File: src/hdl/tsst_pkg.sv
// ----------------------------------------------------------------------------
// tsst_pkg
// Types and constants shared by the timestamped sample slot table.
// ----------------------------------------------------------------------------
package tsst_pkg;

   localparam int TIME_BITS = 63;
   localparam int MODE_BITS = 3;
   localparam int STAT_BITS = 3;
   localparam int HNDL_BITS = 3;
   localparam int CFG_BITS  = 4;
   localparam int DATA_BITS = 64;

   localparam logic [MODE_BITS-1:0] MODE_UPDATE  = 3'd0;
   localparam logic [MODE_BITS-1:0] MODE_LATEST  = 3'd1;
   localparam logic [MODE_BITS-1:0] MODE_NEAREST = 3'd2;
   localparam logic [MODE_BITS-1:0] MODE_ATMOST  = 3'd3;
   localparam logic [MODE_BITS-1:0] MODE_UNLOCK  = 3'd4;
   localparam logic [MODE_BITS-1:0] MODE_WINDOW  = 3'd5;

   localparam logic [STAT_BITS-1:0] ST_OK       = 3'd0;
   localparam logic [STAT_BITS-1:0] ST_NOTFOUND = 3'd1;
   localparam logic [STAT_BITS-1:0] ST_INVALID  = 3'd2;
   localparam logic [STAT_BITS-1:0] ST_INUSE    = 3'd3;
   localparam logic [STAT_BITS-1:0] ST_FAILED   = 3'd4;
   localparam logic [STAT_BITS-1:0] ST_TIMEOUT  = 3'd5;

   localparam logic [DATA_BITS-1:0] NO_TIME = '1;

   // request payload
   typedef struct packed {
      logic [MODE_BITS-1:0] mode;
      logic [TIME_BITS-1:0] query_time;
      logic [TIME_BITS-1:0] window_end;
      logic [DATA_BITS-1:0] new_payload;
      logic [HNDL_BITS-1:0] slot_handle;
   } req_type;

   // response payload
   typedef struct packed {
      logic [STAT_BITS-1:0] status;
      logic [2:0]           matched_slot;
      logic [DATA_BITS-1:0] matched_time;
      logic [DATA_BITS-1:0] matched_payload;
      logic                 sample_valid;
      logic [DATA_BITS-1:0] most_recent;
   } rsp_type;

   // ordering key of a slot: used, time, write order
   function automatic logic key_before(input logic ua, input logic [TIME_BITS-1:0] ta,
                                       input logic [31:0] oa, input logic ub,
                                       input logic [TIME_BITS-1:0] tb,
                                       input logic [31:0] ob);
      if (ua != ub) return !ua;
      if (ua && ta != tb) return ta < tb;
      return oa < ob;
   endfunction

endpackage

File: src/hdl/tsst_cell.sv
// ----------------------------------------------------------------------------
// tsst_cell
// One slot of the table. During a scan it takes the running candidates from
// its left neighbor, merges its own entry in and passes them right.
// ----------------------------------------------------------------------------
module tsst_cell #(
   parameter int LOCK_BITS    = 8,
   parameter int PAYLOAD_BITS = 64,
   parameter int IDX_BITS     = 3
) (
   input  logic                       clock,
   input  logic                       reset,
   input  logic                       clear,
   input  logic                       active,     // slot index below slots_in_use
   input  logic                       scan,       // this cycle is this cell's turn
   input  logic [IDX_BITS-1:0]        my_idx,
   input  logic [tsst_pkg::TIME_BITS-1:0] qt,
   input  logic [tsst_pkg::TIME_BITS-1:0] we,
   // write back
   input  logic                       wr_en,
   input  logic [tsst_pkg::TIME_BITS-1:0] wr_time,
   input  logic [PAYLOAD_BITS-1:0]    wr_data,
   input  logic [31:0]                wr_order,
   input  logic                       lk_inc,
   input  logic                       lk_dec,
   // own state
   output logic                       used,
   output logic [tsst_pkg::TIME_BITS-1:0] stime,
   output logic [PAYLOAD_BITS-1:0]    sdata,
   output logic [LOCK_BITS-1:0]       locks,
   // candidate chain: 0 update, 1 max all, 2 min filled>=qt, 3 max below qt,
   // 4 max atmost qt, 5 max filled atmost we, 6 max filled locked
   input  logic [6:0]                 hv_i,
   input  logic [6:0][IDX_BITS-1:0]   hi_i,
   input  logic [6:0]                 hu_i,
   input  logic [6:0][tsst_pkg::TIME_BITS-1:0] ht_i,
   input  logic [6:0][31:0]           ho_i,
   output logic [6:0]                 hv_o,
   output logic [6:0][IDX_BITS-1:0]   hi_o,
   output logic [6:0]                 hu_o,
   output logic [6:0][tsst_pkg::TIME_BITS-1:0] ht_o,
   output logic [6:0][31:0]           ho_o
);
   import tsst_pkg::*;

   logic                 used_ff, used_in;
   logic [TIME_BITS-1:0] time_ff;
   logic [PAYLOAD_BITS-1:0] data_ff;
   logic [LOCK_BITS-1:0] locks_ff, locks_in;
   logic [31:0]          order_ff;
   logic [6:0]           sel;
   logic [6:0]           wmax;

   assign used = used_ff;
   assign stime = time_ff;
   assign sdata = data_ff;
   assign locks = locks_ff;

   always_comb begin
      sel[0] = !used_ff || locks_ff == '0;
      sel[1] = 1'b1;
      sel[2] = used_ff && time_ff >= qt;
      sel[3] = !used_ff || time_ff < qt;
      sel[4] = !used_ff || time_ff <= qt;
      sel[5] = used_ff && time_ff <= we;
      sel[6] = used_ff && locks_ff != '0;
      wmax = 7'b1111010;
      for (int k = 0; k < 7; k++) begin
         hv_o[k] = hv_i[k]; hi_o[k] = hi_i[k]; hu_o[k] = hu_i[k];
         ht_o[k] = ht_i[k]; ho_o[k] = ho_i[k];
         if (scan && active && sel[k] && (!hv_i[k] ||
             (wmax[k] ? key_before(hu_i[k], ht_i[k], ho_i[k], used_ff, time_ff, order_ff)
                      : key_before(used_ff, time_ff, order_ff, hu_i[k], ht_i[k], ho_i[k]))))
         begin
            hv_o[k] = 1'b1; hi_o[k] = my_idx; hu_o[k] = used_ff;
            ht_o[k] = time_ff; ho_o[k] = order_ff;
         end
      end
   end

   always_comb begin
      used_in = used_ff;
      locks_in = locks_ff;
      if (wr_en) used_in = 1'b1;
      if (lk_inc && locks_ff != '1) locks_in = locks_ff + 1'b1;
      if (lk_dec) locks_in = locks_ff - 1'b1;
   end

   always_ff @(posedge clock) begin
      if (reset || clear) begin
         used_ff  <= 1'b0;
         locks_ff <= '0;
         order_ff <= 32'(my_idx);
      end else begin
         used_ff  <= used_in;
         locks_ff <= locks_in;
         if (wr_en) order_ff <= wr_order;
      end
      if (wr_en) begin
         time_ff <= wr_time;
         data_ff <= wr_data;
      end
   end

endmodule

File: config.mk
export PLATFORM = sky130hd
export DESIGN_NAME = tsst_cell
export DESIGN_NICKNAME = d
export VERILOG_FILES = /design/src/hdl/tsst_pkg.sv /design/src/hdl/tsst_cell.sv
export SDC_FILE = /design/constraint.sdc
export NUM_CORES = 2
export LEC_CHECK = 0
export BUFFER_PORTS_ARGS = -buffer_cell sky130_fd_sc_hd__buf_2
export CORE_AREA = 8 8 711 713
export DETAILED_ROUTE_END_ITERATION = 8
export DIE_AREA = 0 0 719 721
export GPL_TIMING_DRIVEN = 0
export PLACE_DENSITY = 0.33
export SLEW_MARGIN = 20
export SYNTH_ARGS = -nofsm -noshare
export SYNTH_HDL_FRONTEND = slang
export SYNTH_SLANG_ARGS = --single-unit
File: constraint.sdc
create_clock -name clock -period 4.21 [get_ports clock]
set_clock_uncertainty 0.1 [all_clocks]
set_input_delay 0.842 -clock clock [delete_from_list [all_inputs] [get_ports clock]]
set_output_delay 0.842 -clock clock [all_outputs]
set_load 0.1 [all_outputs]
# Yosys cells after proc, flatten, opt, wreduce, memory -nomap -nowiden

Index checks and enable logic that the tools add are counted.
Widths: inputs -> output; s select.

Flip-flop bits (word level): 168

$add $sub $neg: 2
$lt $le $gt $ge: 18
Reductions and logical operators: 53
Mux-type cells: 88
Equal/unequal tests: 15

Operator list:

| kind                | count |
|---|---|
| $lt 63x63->1        | 8 |
| $mux 63             | 7 |
| $ne 63x63->1        | 7 |
| $lt 32x32->1        | 7 |
| $mux 32             | 7 |
| $le 63x63->1        | 2 |
| $ge 63x63->1        | 1 |
| $mux 1              | 63 |
| $mux 3              | 9 |
| $logic_and 1x1->1   | 25 |
| $mux 8              | 2 |
| $logic_not 1->1     | 13 |
| $logic_or 1x1->1    | 11 |
| $add 8x1->8 const B | 1 |
| $logic_not 8->1     | 1 |
| $ne 8x8->1 const B  | 1 |
| $reduce_bool 8->1   | 1 |
| $sub 8x1->8 const B | 1 |
| $ne 1x1->1          | 7 |
| $reduce_bool 2->1   | 2 |

# Depth between registers and ports, before layout

Depth after elaboration: 9
Depth in mapped cells: 14

# Worst setup path after synthesis

OpenSTA, ideal clock, no wires.

Kind: reg-to-output
From: register time_ff[54], in the netlist stime[54]
To: output port ho_o[21] (netlist bit)
Arrival: 5.616 ns
Data required time: 3.268 ns
Slack: -2.348 ns
Stages on the path, launching flop included: 14
Path buffers: 3
Cells stage by stage: edfxtp_1 ha_1 nand4_1 or4_1 nand2b_1 o31ai_1 nor4_1 a21oi_1 a2111oi_4 or2_1 buf_2 buf_4 buf_4 o21ai_0

RTL lines:

| element                | RTL line         | RTL |
|---|---|---|
| start, declared        | tsst_cell.sv:47  | `logic [TIME_BITS-1:0] time_ff;` |
| start signal, assigned | tsst_cell.sv:100 | `time_ff <= wr_time;` |
| end, declared          | tsst_cell.sv:42  | `output logic [6:0][31:0] ho_o` |

==> metrics.md <==
| Metric | Value |
|---|---|
| CTS root buffer | clkbuf_16 |
| Hold Buf Count CTS | 0 |
| DR vias/cell | about 3.4 |
| Setup CP Type | reg -> out |
| Remaining Overflow, GRT | 0 |
| Synth warnings | 0 |
| Initial antenna violation count | between 200 and 250 |
| Synth Area in Compound Gates | 0.198 |
| Top area cells in the synthesized netlist | ha_1 30%, mux2_2 13%, edfxtp_1 12% |
| Register area share after synthesis | 0.142 |
| Core area | around 500,000 µm² |
| Setup Slack @ Placement | -5.43 ns |
| I/O pin count | approximately 1,800 |
| Number of port buffers | roughly 1,800 |
| Max-Slew Margin vs Limit | 0.163 |
| Synth async-reset ratio | 0 |
| Max incr delay on CP | just under 0.7 ns |
| Fin crit share | 1.67 |
| Largest net degree at the start of global routing | 71 |
| RePlAce Congestion | 0.868 |
| Internal power | about 6500 µW |
| Die area | approximately 520,000 µm² |
| Number of synthesized flops with an enable pin | 130 |
| CTS sink count | around 170 |
| Final hold vios | 0 |
| Starting DRT DRC Count | around 3,100 |
| Pleak | between 0.02 and 0.03 µW |
| Critical Path AT | about 6.1 ns |
| Post-route ant nets | 0 |
| Final HPWL DP | roughly 410,000 µm |
| Count of final setup violators | about 700 |
| H-tree depth | 4 |
| Global Route Usage Sum | 0.173 |
| Setup ws final | -2.82 ns |
| Primary FF master, synth | edfxtp_1 |
| DR pass1 iterations | 5 |
| Placed Cells | 12,200 |
| Worst path most repeated cell | buf_16 |
| Slew @ Worst Pin | between 1 and 1.5 ns |
| Distinct cells, synth | slightly below 80 |
| Area Growth Syn to Fin | 95.0% |
| Synth Cell Area | between 30,000 and 40,000 µm² |
| Synth Area in XOR/XNOR | 0.00186 |
| Cells after Synth | 3,713 |
| Cell Rows | about 260 |
| Pwr dens | 279 nW/µm² |
| Mapped Nets | 5,500 |
| Synth Area in Adders | 0.301 |
| Post-synth top area share | 0.300 |
| WL final | 473,000 µm |
| Tmin final | 7.03 ns |
| Syn Area/Cell | 8.87 µm² |
| Vias in the first global route | ~42,000 |
| Max Freq | between 100 and 150 MHz |
| RSZ-0062 raised after global routing | true |
| DR vias | 42,300 |
| DRC Markers | 0 |
| Fillers | approximately 57,000 |
| Largest family of logic cells by synthesized area | adder cells |
| Status | finished, violations left |
| CTS Buf Count | 21 |
| Hold Worst Slack | between 0.2 and 0.3 ns |
| Slowest cell on the critical path | or4_4 |
| Final max-slew violation count | 0 |
| Die X | between 700 and 800 µm |
| #FFs+latches synth | 168 |
| Die height | 721 µm |
| Clock power share | 0.127 |
| Logic pwr share | 0.757 |
| Longest Clk Path Bufs | 3 |
| CP Capture Type | output port |
| Sw frac | 0.637 |
| First-pass GRT wire length | about 570,000 µm |
| Sequential share of power | 0.115 |
| Crit path max fanout | 7 |
| Fin cells | roughly 13,000 |
| Wire per inst | between 30 and 40 µm |
| Critical path startpoint category | flop |
| Worst-path clk slew | around 0.12 ns |
| Number of max-cap violations | 0 |
| Hold crit path type | in -> reg |
| NumNets Final | roughly 7,800 |
| WP data required | roughly 3.3 ns |
| Simple-Gate Fraction of Synth Area | 0.110 |
| Worst path cell trace | buf_12 > buf_16 > inv_8 > ha_4 > nand4_1 > or3_4 > or4_4 > nor4_4 > buf_8 > o41ai_4 > buf_6 > o211ai_1 > o2111a_1 > nor3b_2 > clkbuf_16 > buf_16 > buf_6 > buf_16 > mux2_4 > buf_12 |
| Clock latency at the later pin of the worst-skew pair | a little over 0.6 ns |
| Failing checks | setup timing |
| Fraction of layout cells with a size suffix above 1 | 0.557 |
| CTS tree | yes |
| Mux share of post-synthesis cell area | 0.179 |
| Max VDD drop | between 0.2 and 0.25 mV |
| Area leader, netlist | ha_1 |
| Switch Pwr | around 11,000 µW |
| Initial core utilization | 0.0666 |
-- stage by stage --
| stage | area, µm² | TNS [ns] | total power [µW] | utilization |
|---|---|---|---|---|
| global placement | 53600 | -6378.74 | 14400 | 0.108 |
| global route | 64100 | -1759.79 | 18700 | 0.129 |
| floorplan | 36300 | -618.53 | 10000 | - |
| detailed placement | 55900 | -2684.46 | 14700 | 0.113 |
| CTS | 62400 | -1905.37 | 18000 | 0.126 |
| finish | 64200 | -1663.53 | 17900 | 0.130 |
-- cells in the final DEF, fill, tap and decap left out, types with 29 or more instances in the layout --
cell / netlist / layout
buf_2: 48 / 1605
ha_1: 790 / 762
inv_1: 439 / 386
mux2_2: 384 / 362
buf_4: 9 / 312
a21o_1: 226 / 226
a21oi_1: 223 / 202
buf_12: 2 / 188
nand4_1: 163 / 163
o21ai_4: 0 / 135
edfxtp_1: 130 / 130
nand2_1: 103 / 98
and2_1: 98 / 98
mux2i_1: 129 / 96
nor2_1: 103 / 95
a221o_4: 0 / 90
buf_6: 1 / 84
o21ai_0: 271 / 81
diode_2: 0 / 73
buf_8: 1 / 67
buf_16: 0 / 42
clkbuf_16: 0 / 41
mux2_4: 19 / 41
o21ai_1: 12 / 35
o21ai_2: 0 / 32
nand3_1: 34 / 31
a211oi_1: 39 / 30
nor2b_1: 29 / 29
-- flip-flops by register name (all words and copies together), names as in the netlist --
signal / cells
sdata: 64
stime: 63
order_ff: 32
locks: 8
used: 1
-- final timing paths --
path / from / endpoint / slack (ns) / cells after the start
worst max-delay path: stime[44] / ht_o[244] / -2.82 / 20
worst min-delay path: wr_data[62] / sdata[62] / 0.27 / 1
worst max register to register: locks[1] / locks[7] / 1.67 / 10
worst min register to register: locks[6] / locks[6] / 0.45 / 2
-- Yosys cell counts (20+ instances only) --
master,n
nor4_1,20
ha_1,790
inv_1,439
nand3_1,34
buf_2,48
nand2_1,103
a21oi_1,223
clkbuf_1,57
and2_1,98
nand4_1,163
a221o_1,101
mux2i_1,129
nand2b_1,21
a21o_1,226
nor3_1,27
nor2b_1,29
o21ai_0,271
nor2_1,103
dfxtp_1,38
edfxtp_1,130
a211oi_1,39
mux2_2,384
-- layout make-up --
class	instances	area (µm²)	share of cell area
tap	6525	8160	0.127
sequential	168	4730	0.0737
antenna	73	183	0.00284
multi-input combinational	2977	30400	0.474
buffer	128	1510	0.0236
inverter	440	1800	0.0280
clock inverter	11	129	0.00201
timing repair buffer	2260	16700	0.261
clock buffer	22	539	0.00840
-- metal layers --
metal / share of wire / routed length (µm) / global-route usage
met2: 0.47 / 222000 / 0.294
met3: 0.089 / 41900 / 0.0601
met4: 0.022 / 10200 / 0.0297
met5: 0.0010 / 483 / 0
met1: 0.42 / 198000 / 0.214
-- timing repair --
action,CTS,global route
endpoints found under the setup margin,698,698
pin swaps,62,28
gates resized for setup,812,328
cloned,8,2
setup buffers,263,49
endpoints found under the hold margin,0,0
-- power groups by stage --
stage	Sequential [µW]	Combinational, µW	Clock [µW]
2_1_floorplan	2890	7120	0
5_1_grt	2080	14200	2420
3_5_place_dp	2360	12300	0
4_1_cts	2070	13500	2440
3_3_place_gp	2620	11700	0
6_report	2070	13600	2290
-- critical path, delay by kind of cell, from the launching register on --
kind,cells,cell delay [ns]
mux,1,0.31
fa+ha+maj,1,0.26
compound gates,3,0.83
buf+inv,10,1.61
flops,1,0.38
simple gates,5,1.80
-- kinds of logic (layout without fill, tap and decap cells) --
group / count (synthesis) / after routing
AOI/OAI and AO/OA: 992 / 992
adders and majority gates: 791 / 791
and+or+nand+nor: 655 / 655
buffers and inverters: 568 / 2861
muxes: 532 / 532
DFF: 168 / 168
xor gates and xnor gates: 7 / 7
other: 0 / 73
No activity file was read; power rests on OpenSTA's default activity.
